[src/rtl/core/clic_pkg.sv]
// Shared types, codes and constants of the command line integer calculator.
`default_nettype none
package clic_pkg;

    localparam int DATA_W       = 32;
    localparam int CHAR_W       = 8;
    localparam int PREFIX_CNT_W = 3;
    localparam int PHASE_W      = 8;
    localparam int DIV_CNT_W    = $clog2(DATA_W);
    localparam int PREFIX_LEN_DEF = 5;

    localparam logic [CHAR_W-1:0] CH_NUL   = 8'h00;
    localparam logic [CHAR_W-1:0] CH_PLUS  = 8'h2B;
    localparam logic [CHAR_W-1:0] CH_MINUS = 8'h2D;
    localparam logic [CHAR_W-1:0] CH_STAR  = 8'h2A;
    localparam logic [CHAR_W-1:0] CH_SLASH = 8'h2F;
    localparam logic [CHAR_W-1:0] CH_SPACE = 8'h20;
    localparam logic [DATA_W-1:0] CH_ZERO  = 32'h0000_0030;

    typedef enum logic [1:0] {
        OP_ADD,
        OP_SUB,
        OP_MUL,
        OP_DIV
    } t_op;

    typedef enum logic [1:0] {
        ST_OK,
        ST_BAD_OP,
        ST_NO_OP,
        ST_DIV_ZERO
    } t_status;

    typedef enum logic [1:0] {
        S_RUN,
        S_CALC,
        S_DIV,
        S_FIN
    } t_state;

    typedef struct packed {
        logic parse;
        logic div_init;
        logic div_step;
        logic load_out;
    } t_dp_cmd;

    typedef struct packed {
        logic is_term;
        logic need_div;
        logic div_last;
    } t_dp_sts;

endpackage
`default_nettype wire

[src/rtl/core/clic_dp.sv]
// Datapath: command parsing, operand registers, arithmetic, divider and output register.
`default_nettype none
module clic_dp #(
    parameter int PREFIX_LEN = clic_pkg::PREFIX_LEN_DEF
) (
    input  wire                                 i_clk,
    input  wire                                 i_rst_n,
    input  wire logic signed [clic_pkg::CHAR_W-1:0] i_char_code,
    input  wire clic_pkg::t_dp_cmd              i_cmd,
    output clic_pkg::t_dp_sts                   o_sts,
    output logic signed [clic_pkg::DATA_W-1:0]  o_result_value,
    output logic [1:0]                          o_status_code
);

    localparam int DW = clic_pkg::DATA_W;

    // Parse state.
    logic [clic_pkg::PREFIX_CNT_W-1:0] r_prefix_cnt;
    logic [clic_pkg::PHASE_W-1:0]      r_phase;
    logic [DW-1:0]                     r_first;
    logic [DW-1:0]                     r_second;
    clic_pkg::t_op                     r_op_code;
    logic                              r_op_seen;
    logic                              r_bad_op;

    // Operands captured at the terminator.
    logic [DW-1:0]     r_a;
    logic [DW-1:0]     r_b;
    clic_pkg::t_op     r_op;
    clic_pkg::t_status r_st;

    // Divider.
    logic [DW-1:0]                  r_quo;
    logic [DW-1:0]                  r_rem;
    logic [DW-1:0]                  r_dvs;
    logic                           r_neg;
    logic [clic_pkg::DIV_CNT_W-1:0] r_cnt;

    logic [DW-1:0] r_out_val;
    logic [1:0]    r_out_st;

    logic [DW-1:0]     n_first_fold;
    logic [DW-1:0]     n_second_fold;
    logic [DW-1:0]     char_ext;
    clic_pkg::t_status n_st;
    logic [DW:0]       rem_sh;
    logic [DW:0]       rem_diff;
    logic [DW-1:0]     n_result;
    logic              is_term;

    assign is_term  = (i_char_code == clic_pkg::CH_NUL);
    assign char_ext = {{(DW - clic_pkg::CHAR_W){i_char_code[clic_pkg::CHAR_W-1]}}, i_char_code};
    assign n_first_fold  = (r_first << 3) + (r_first << 1) + char_ext - clic_pkg::CH_ZERO;
    assign n_second_fold = (r_second << 3) + (r_second << 1) + char_ext - clic_pkg::CH_ZERO;

    // Bad operator outranks a missing one, which outranks a zero divisor.
    always_comb begin
        if (r_bad_op) begin
            n_st = clic_pkg::ST_BAD_OP;
        end else if (!r_op_seen) begin
            n_st = clic_pkg::ST_NO_OP;
        end else if (r_op_code == clic_pkg::OP_DIV && r_second == '0) begin
            n_st = clic_pkg::ST_DIV_ZERO;
        end else begin
            n_st = clic_pkg::ST_OK;
        end
    end

    always_ff @(posedge i_clk) begin
        if (!i_rst_n) begin
            r_prefix_cnt <= '0;
            r_phase      <= clic_pkg::PHASE_W'(1);
            r_first      <= '0;
            r_second     <= '0;
            r_op_code    <= clic_pkg::OP_ADD;
            r_op_seen    <= 1'b0;
            r_bad_op     <= 1'b0;
        end else if (i_cmd.parse) begin
            if (is_term) begin
                r_prefix_cnt <= '0;
                r_phase      <= clic_pkg::PHASE_W'(1);
                r_first      <= '0;
                r_second     <= '0;
                r_op_code    <= clic_pkg::OP_ADD;
                r_op_seen    <= 1'b0;
                r_bad_op     <= 1'b0;
            end else if (r_prefix_cnt < clic_pkg::PREFIX_CNT_W'(PREFIX_LEN)) begin
                r_prefix_cnt <= r_prefix_cnt + 1'b1;
            end else if (i_char_code == clic_pkg::CH_SPACE) begin
                r_phase <= r_phase << 1;
            end else if (r_phase[0]) begin
                r_first <= n_first_fold;
            end else if (r_phase[1]) begin
                case (i_char_code)
                    clic_pkg::CH_PLUS: begin
                        r_op_code <= clic_pkg::OP_ADD;
                        r_op_seen <= 1'b1;
                    end
                    clic_pkg::CH_MINUS: begin
                        r_op_code <= clic_pkg::OP_SUB;
                        r_op_seen <= 1'b1;
                    end
                    clic_pkg::CH_STAR: begin
                        r_op_code <= clic_pkg::OP_MUL;
                        r_op_seen <= 1'b1;
                    end
                    clic_pkg::CH_SLASH: begin
                        r_op_code <= clic_pkg::OP_DIV;
                        r_op_seen <= 1'b1;
                    end
                    default: begin
                        r_bad_op <= 1'b1;
                    end
                endcase
            end else if (r_phase[2]) begin
                r_second <= n_second_fold;
            end
        end
    end

    always_ff @(posedge i_clk) begin
        if (i_cmd.parse && is_term) begin
            r_a  <= r_first;
            r_b  <= r_second;
            r_op <= r_op_code;
            r_st <= n_st;
        end
    end

    // Restoring divider on magnitudes, one quotient bit per cycle.
    assign rem_sh   = {r_rem, r_quo[DW-1]};
    assign rem_diff = rem_sh - {1'b0, r_dvs};

    always_ff @(posedge i_clk) begin
        if (i_cmd.div_init) begin
            r_quo <= r_a[DW-1] ? (DW'(0) - r_a) : r_a;
            r_dvs <= r_b[DW-1] ? (DW'(0) - r_b) : r_b;
            r_rem <= '0;
            r_neg <= r_a[DW-1] ^ r_b[DW-1];
            r_cnt <= '0;
        end else if (i_cmd.div_step) begin
            r_cnt <= r_cnt + 1'b1;
            if (!rem_diff[DW]) begin
                r_rem <= rem_diff[DW-1:0];
                r_quo <= {r_quo[DW-2:0], 1'b1};
            end else begin
                r_rem <= rem_sh[DW-1:0];
                r_quo <= {r_quo[DW-2:0], 1'b0};
            end
        end
    end

    always_comb begin
        if (r_st != clic_pkg::ST_OK) begin
            n_result = '0;
        end else begin
            case (r_op)
                clic_pkg::OP_ADD: n_result = r_a + r_b;
                clic_pkg::OP_SUB: n_result = r_a - r_b;
                clic_pkg::OP_MUL: n_result = r_a * r_b;
                clic_pkg::OP_DIV: n_result = r_neg ? (DW'(0) - r_quo) : r_quo;
                default:          n_result = '0;
            endcase
        end
    end

    always_ff @(posedge i_clk) begin
        if (i_cmd.load_out) begin
            r_out_val <= n_result;
            r_out_st  <= r_st;
        end
    end

    assign o_sts.is_term  = is_term;
    assign o_sts.need_div = (r_op == clic_pkg::OP_DIV) && (r_st == clic_pkg::ST_OK);
    assign o_sts.div_last = (r_cnt == clic_pkg::DIV_CNT_W'(DW - 1));

    assign o_result_value = r_out_val;
    assign o_status_code  = r_out_st;

endmodule
`default_nettype wire

[src/rtl/core/clic_ctrl.sv]
// Controller: sequences character intake, result calculation, division and output handshake.
`default_nettype none
module clic_ctrl (
    input  wire                   i_clk,
    input  wire                   i_rst_n,
    input  wire                   i_valid,
    output logic                  o_ready,
    output logic                  o_valid,
    input  wire                   i_ready,
    input  wire clic_pkg::t_dp_sts i_sts,
    output clic_pkg::t_dp_cmd     o_cmd
);

    clic_pkg::t_state r_state;
    clic_pkg::t_state n_state;
    logic             r_out_valid;
    logic             out_free;

    assign out_free  = !r_out_valid || i_ready;

    always_ff @(posedge i_clk) begin
        if (!i_rst_n) begin
            r_state <= clic_pkg::S_RUN;
        end else begin
            r_state <= n_state;
        end
    end

    // Ready is high in the intake state, so a valid request there is always taken.
    always_comb begin
        n_state        = r_state;
        o_ready        = 1'b0;
        o_cmd.parse    = 1'b0;
        o_cmd.div_init = 1'b0;
        o_cmd.div_step = 1'b0;
        o_cmd.load_out = 1'b0;
        case (r_state)
            clic_pkg::S_RUN: begin
                o_ready     = 1'b1;
                o_cmd.parse = i_valid;
                if (i_valid && i_sts.is_term) begin
                    n_state = clic_pkg::S_CALC;
                end
            end
            clic_pkg::S_CALC: begin
                if (i_sts.need_div) begin
                    o_cmd.div_init = 1'b1;
                    n_state        = clic_pkg::S_DIV;
                end else if (out_free) begin
                    o_cmd.load_out = 1'b1;
                    n_state        = clic_pkg::S_RUN;
                end
            end
            clic_pkg::S_DIV: begin
                o_cmd.div_step = 1'b1;
                if (i_sts.div_last) begin
                    n_state = clic_pkg::S_FIN;
                end
            end
            clic_pkg::S_FIN: begin
                if (out_free) begin
                    o_cmd.load_out = 1'b1;
                    n_state        = clic_pkg::S_RUN;
                end
            end
            default: begin
                n_state = clic_pkg::S_RUN;
            end
        endcase
    end

    // A new result may be loaded in the same cycle the old one is taken.
    always_ff @(posedge i_clk) begin
        if (!i_rst_n) begin
            r_out_valid <= 1'b0;
        end else if (o_cmd.load_out) begin
            r_out_valid <= 1'b1;
        end else if (i_ready) begin
            r_out_valid <= 1'b0;
        end
    end

    assign o_valid = r_out_valid;

endmodule
`default_nettype wire

[src/rtl/core/command_line_integer_calculator.sv]
// Top level of the command line integer calculator.
// Characters are taken one per cycle; only the zero terminator costs more.
// After the terminator the operands are registered; a division then runs the divider,
// one quotient bit per cycle; each result or status goes to the output register when free.
// The next command's characters are taken again once the result sits in the output register.
// Synchronous active-low reset clears the parse state, controller and output valid.
`default_nettype none
module command_line_integer_calculator #(
    parameter int PREFIX_LEN = clic_pkg::PREFIX_LEN_DEF
) (
    input  wire                                      i_clk,
    input  wire                                      i_rst_n,
    input  wire                                      i_valid,
    output logic                                     o_ready,
    input  wire logic signed [clic_pkg::CHAR_W-1:0]  i_char_code,
    output logic                                     o_valid,
    input  wire                                      i_ready,
    output logic signed [clic_pkg::DATA_W-1:0]       o_result_value,
    output logic [1:0]                               o_status_code
);

    clic_pkg::t_dp_cmd dp_cmd;
    clic_pkg::t_dp_sts dp_sts;

    clic_ctrl u_ctrl (
        .i_clk   (i_clk),
        .i_rst_n (i_rst_n),
        .i_valid (i_valid),
        .o_ready (o_ready),
        .o_valid (o_valid),
        .i_ready (i_ready),
        .i_sts   (dp_sts),
        .o_cmd   (dp_cmd)
    );

    clic_dp #(
        .PREFIX_LEN (PREFIX_LEN)
    ) u_dp (
        .i_clk          (i_clk),
        .i_rst_n        (i_rst_n),
        .i_char_code    (i_char_code),
        .i_cmd          (dp_cmd),
        .o_sts          (dp_sts),
        .o_result_value (o_result_value),
        .o_status_code  (o_status_code)
    );

`ifndef SYNTHESIS
    // An error status always carries a zero result.
    a_err_zero: assert property (@(posedge i_clk) disable iff (!i_rst_n)
        (o_valid && o_status_code != clic_pkg::ST_OK) |-> (o_result_value == '0))
        else $error("error status with nonzero result");

    // A terminator stops character intake for at least the next cycle.
    a_term_busy: assert property (@(posedge i_clk) disable iff (!i_rst_n)
        (i_valid && o_ready && i_char_code == clic_pkg::CH_NUL) |=> !o_ready)
        else $error("character taken right after terminator");

    // Reset leaves no result pending.
    a_rst_clear: assert property (@(posedge i_clk)
        !i_rst_n |=> !o_valid)
        else $error("result valid after reset");
`endif

endmodule
`default_nettype wire

[config.mk]
export PLATFORM = sky130hd
export DESIGN_NAME = command_line_integer_calculator
export DESIGN_NICKNAME = d
export VERILOG_FILES = /design/src/rtl/core/clic_pkg.sv /design/src/rtl/core/clic_dp.sv /design/src/rtl/core/clic_ctrl.sv /design/src/rtl/core/command_line_integer_calculator.sv
export SDC_FILE = /design/constraint.sdc
export NUM_CORES = 2
export LEC_CHECK = 0
export BUFFER_PORTS_ARGS = -buffer_cell sky130_fd_sc_hd__buf_2
export CAP_MARGIN = 0
export CORE_ASPECT_RATIO = 1.25
export CORE_UTILIZATION = 65
export CTS_CLUSTER_DIAMETER = 120
export DETAILED_ROUTE_END_ITERATION = 8
export GPL_TIMING_DRIVEN = 1
export HOLD_SLACK_MARGIN = 0.08
export PLACE_DENSITY = 0.87
export SKIP_CTS_REPAIR_TIMING = 1
export SLEW_MARGIN = 5
export SYNTH_ARGS = -nofsm -noshare
export SYNTH_HDL_FRONTEND = slang
export SYNTH_HIERARCHICAL = 1
export SYNTH_SLANG_ARGS = --single-unit
[constraint.sdc]
create_clock -name i_clk -period 8.5 [get_ports i_clk]
set_input_delay 0.425 -clock i_clk [delete_from_list [all_inputs] [get_ports i_clk]]
set_output_delay 0.425 -clock i_clk [all_outputs]
set_load 0.01 [all_outputs]
==> impl_metrics.csv <==
group,metric,value,unit
detailed_routing,dr_wl_met3,10180,um
critical_path,cp.required,8.85,ns
placement,dp_cells,4809,
critical_path,rr_worst_depth,23,
critical_path,cp.depth,23,
synth,ys_types,84,
synth,synth_xor_area_share,6.821,%
synth,synth_seq_cells,281,
synth,synthMuxAreaShare,0.4286,%
sta,fin_crit,7.860,ns
synth,seq_area_frac_synth,19.53,%
sta,finalSetupViolCount,0,
synth,synth_warnings,6,
floorplan,die_y,270.1,um
worst_hold_path,hold_class,"primary input to flip-flop",
detailed_routing,route.met2.wl,51660,um
detailed_routing,dr.pass1.iters,6,
synth,ys.flop_type,"edfxtp_1",
sta,min_period_over_period,92.48,%
cells_and_area,num-fill-cells,4076,
sta,drv_slew,0,
synth,synth_top_family_by_area,"adder cells",
sta,slew_headroom,5.997,%
global_routing,grt_first_pass_wirelength,174600,um
placement,dpl.hpwl,82380,um
cells_and_area,final_nets,4894,
critical_path,crit_family,"adder cells",
synth,synthSimpleGateAreaFrac,17.16,%
global_routing,grt_pass1_vias,31890,
cells_and_area,seq_area,7297,um2
sta,rsz0062_at_grt,"no",
detailed_routing,routed_wl,110900,um
critical_path,rrSetupSlack,0.64,ns
floorplan,ios,48,
detailed_routing,top_layer_used,"met5",
clock_tree,clock_path_buffers,3,
sta,hold_violations,0,
power,power_density,82.63,nW/um2
clock_tree,cts.sinks,281,
clock_tree,cts_tree,"done",
placement,place_congestion,1.001,
clock_tree,cts-buffers-inserted,34,
floorplan,start_util,66.21,%
placement,io_buffers,47,
detailed_routing,drc,0,
flow_run,maxCapViolCount,0,
cells_and_area,most-common-layout-cells,"621 x inv_1, 468 x fa_1, 427 x nand2_1, 321 x and2_1, 311 x ha_1",
placement,dpl_cell_area,38210,um2
global_routing,grt_util_all_layers,39.02,%
synth,synth_edf_count,167,
floorplan,fp.dieArea,58450,um2
detailed_routing,m1WireLength,36270,um
clock_tree,cts.clk_slew.worst_paths,0.06,ns
critical_path,cp_max_fo,23,
synth,synth-compound-area-share,12.21,%
detailed_routing,routedWlPerCell,22.77,um
critical_path,path_cells,"buf_4, nand2_1, fa_1, inv_1, fa_1, inv_1, fa_1, inv_1, fa_1, fa_1, inv_1, fa_1, fa_1, fa_1, xnor2_1, xnor2_1, xnor2_1, xnor2_1, xnor2_1, xnor2_1, xnor2_1, xnor2_1, o221a_2",
detailed_routing,post_drt_via_cell_ratio,6.318,
global_routing,grt_max_degree,70,
synth,synth_fa_ha_area_share,35.49,%
sta,worst_pin_slew,1.405,ns
floorplan,dieWidth,216.4,um
cells_and_area,drive_gt1_share,4.845,%
critical_path,critPathLaunchType,"flip-flop",
cells_and_area,multi_input_area,26980,um2
synth,avgSynthCellArea,8.964,um2
sta,fin_tns_setup,0,ns
synth,netlist_area,37360,um2
global_routing,gr-total-overflow,0,
critical_path,crit_buf_inv,5,
synth,syn_nets,4959,
detailed_routing,ant_nets,0,
sta,skew,0.03650,ns
synth,syn_inst,4168,
synth,ys_async_sr_fraction,0,%
detailed_routing,num_vias,30780,
floorplan,core-area,56440,um2
critical_path,r2r-end,"u_dp/o_result_value[31]",
critical_path,worst-setup-path-type,"flip-flop to flip-flop",
global_routing,antenna_found_initial,6,
critical_path,crit_path_max_incr_delay,0.99,ns
power,cellLeakagePower,0.01824,uW
clock_tree,cts_max_level,2,
outcome,status,"finished clean",
critical_path,crit_start,"u_dp/r_b[2]",
critical_path,cpMaxStageDelayCell,"edfxtp_1",
critical_path,worstPathArrival,8.21,ns
clock_tree,cts_root_buf,"clkbuf_16",
power,irDropWorstVdd,0.1641,mV
cells_and_area,final_common_cell,"inv_1",
cells_and_area,area_delta_synth_final,5.207,%
critical_path,critPathCaptureType,"flip-flop",
cells_and_area,final_cell_count_no_fill,4872,
sta,fmax,127.2,MHz
clock_tree,worstSkewPairLatency,0.59,ns
detailed_routing,drtIter0Drc,2851,
critical_path,critPathCapture,"u_dp/o_result_value[31]",
floorplan,rows,97,
cells_and_area,final_cell_area,39310,um2
critical_path,regToRegStartpoint,"u_dp/r_b[2]",
## kinds of logic after synthesis
kind of cell | after synthesis
and+or+nand+nor | 1281
buffers and inverters | 830
adders and majority gates | 779
AOI/OAI and AO/OA | 690
xor gates and xnor gates | 291
DFF | 281
muxes | 16
## per-stage QoR
step / utilization, % / setup WS, ns / power (uW) / hold WS, ns
after detailed placement: 67.71 / 0.9761 / 1806 / 0.4646
after floorplan: - / 1.551 / 1729 / 0.4081
final: 69.65 / 0.6395 / 3248 / 0.2125
after global placement: 67.71 / 1.131 / 1795 / 0.4555
after global routing: 69.64 / 0.4413 / 3352 / 0.2045
after CTS: 69.64 / 0.9586 / 3264 / 0.1938
## worst min-delay path by stage
stage,from,endpoint,cells past startpoint
after floorplan,u_dp/r_first[31],u_dp/r_a[31],0
after global placement,u_dp/r_prefix_cnt[1],u_dp/r_prefix_cnt[1],2
after detailed placement,u_dp/r_first[31],u_dp/r_a[31],0
after CTS,i_char_code[0],u_dp/r_second[0],3
after global routing,i_char_code[0],u_dp/r_second[0],3
final,i_char_code[0],u_dp/r_second[0],3
## layer usage
| metal | GRT usage (%) | up-vias |
|---|---|---|
| li1 | - | 13500 |
| met1 | 42.36 | 14910 |
| met2 | 62.38 | 1699 |
| met3 | 9.887 | 660 |
| met4 | 36.08 | 6 |
| met5 | 0 | - |
## area by class of cell
cell class	count	share of cell area [%]
clock inverters	19	0.5125
inverters	625	5.968
flip-flops and latches	281	18.56
multi-input cells	3057	68.63
clock buffers	42	2.266
repair buffers	104	1.687
diodes	2	0.01273
well taps	742	2.362
## report_power, final
part	internal (uW)	switching, uW
Combinational	148	209
Clock	819	640
Sequential	1430	2.60
Total	2400	852
## flip-flops by register name (all words and copies together) (netlist names), 3 cells and up
signal,flops
u_dp/r_b,32
u_dp/r_a,32
u_dp/r_rem,32
u_dp/r_prefix_cnt,3
u_dp/r_second,32
u_dp/r_quo,32
u_dp/r_cnt,5
u_dp/r_phase,3
u_dp/o_result_value,32
u_dp/r_dvs,32
u_dp/r_first,32
## worst min-delay path, delay by kind of cell
kind	cells	cell delay [ns]
buf+inv	1	0.17
simple gates	1	0.08
compound gates	1	0.05
## synthesized netlist by cell type (all sizes together) (45+ instances only)
| master | number | share of area (%) |
|---|---|---|
| a21o | 56 | 1.1 |
| a21oi | 183 | 2.5 |
| and2 | 323 | 5.4 |
| clkbuf | 189 | 1.9 |
| dfxtp | 114 | 6.1 |
| edfxtp | 167 | 13 |
| fa | 468 | 25 |
| ha | 311 | 10 |
| inv | 624 | 6.3 |
| nand2 | 427 | 4.3 |
| nand3 | 45 | 0.60 |
| nor2 | 228 | 2.3 |
| nor3 | 45 | 0.60 |
| o21ai | 136 | 1.8 |
| xnor2 | 175 | 4.1 |
| xor2 | 116 | 2.7 |
(Power assumes the default switching activity.)
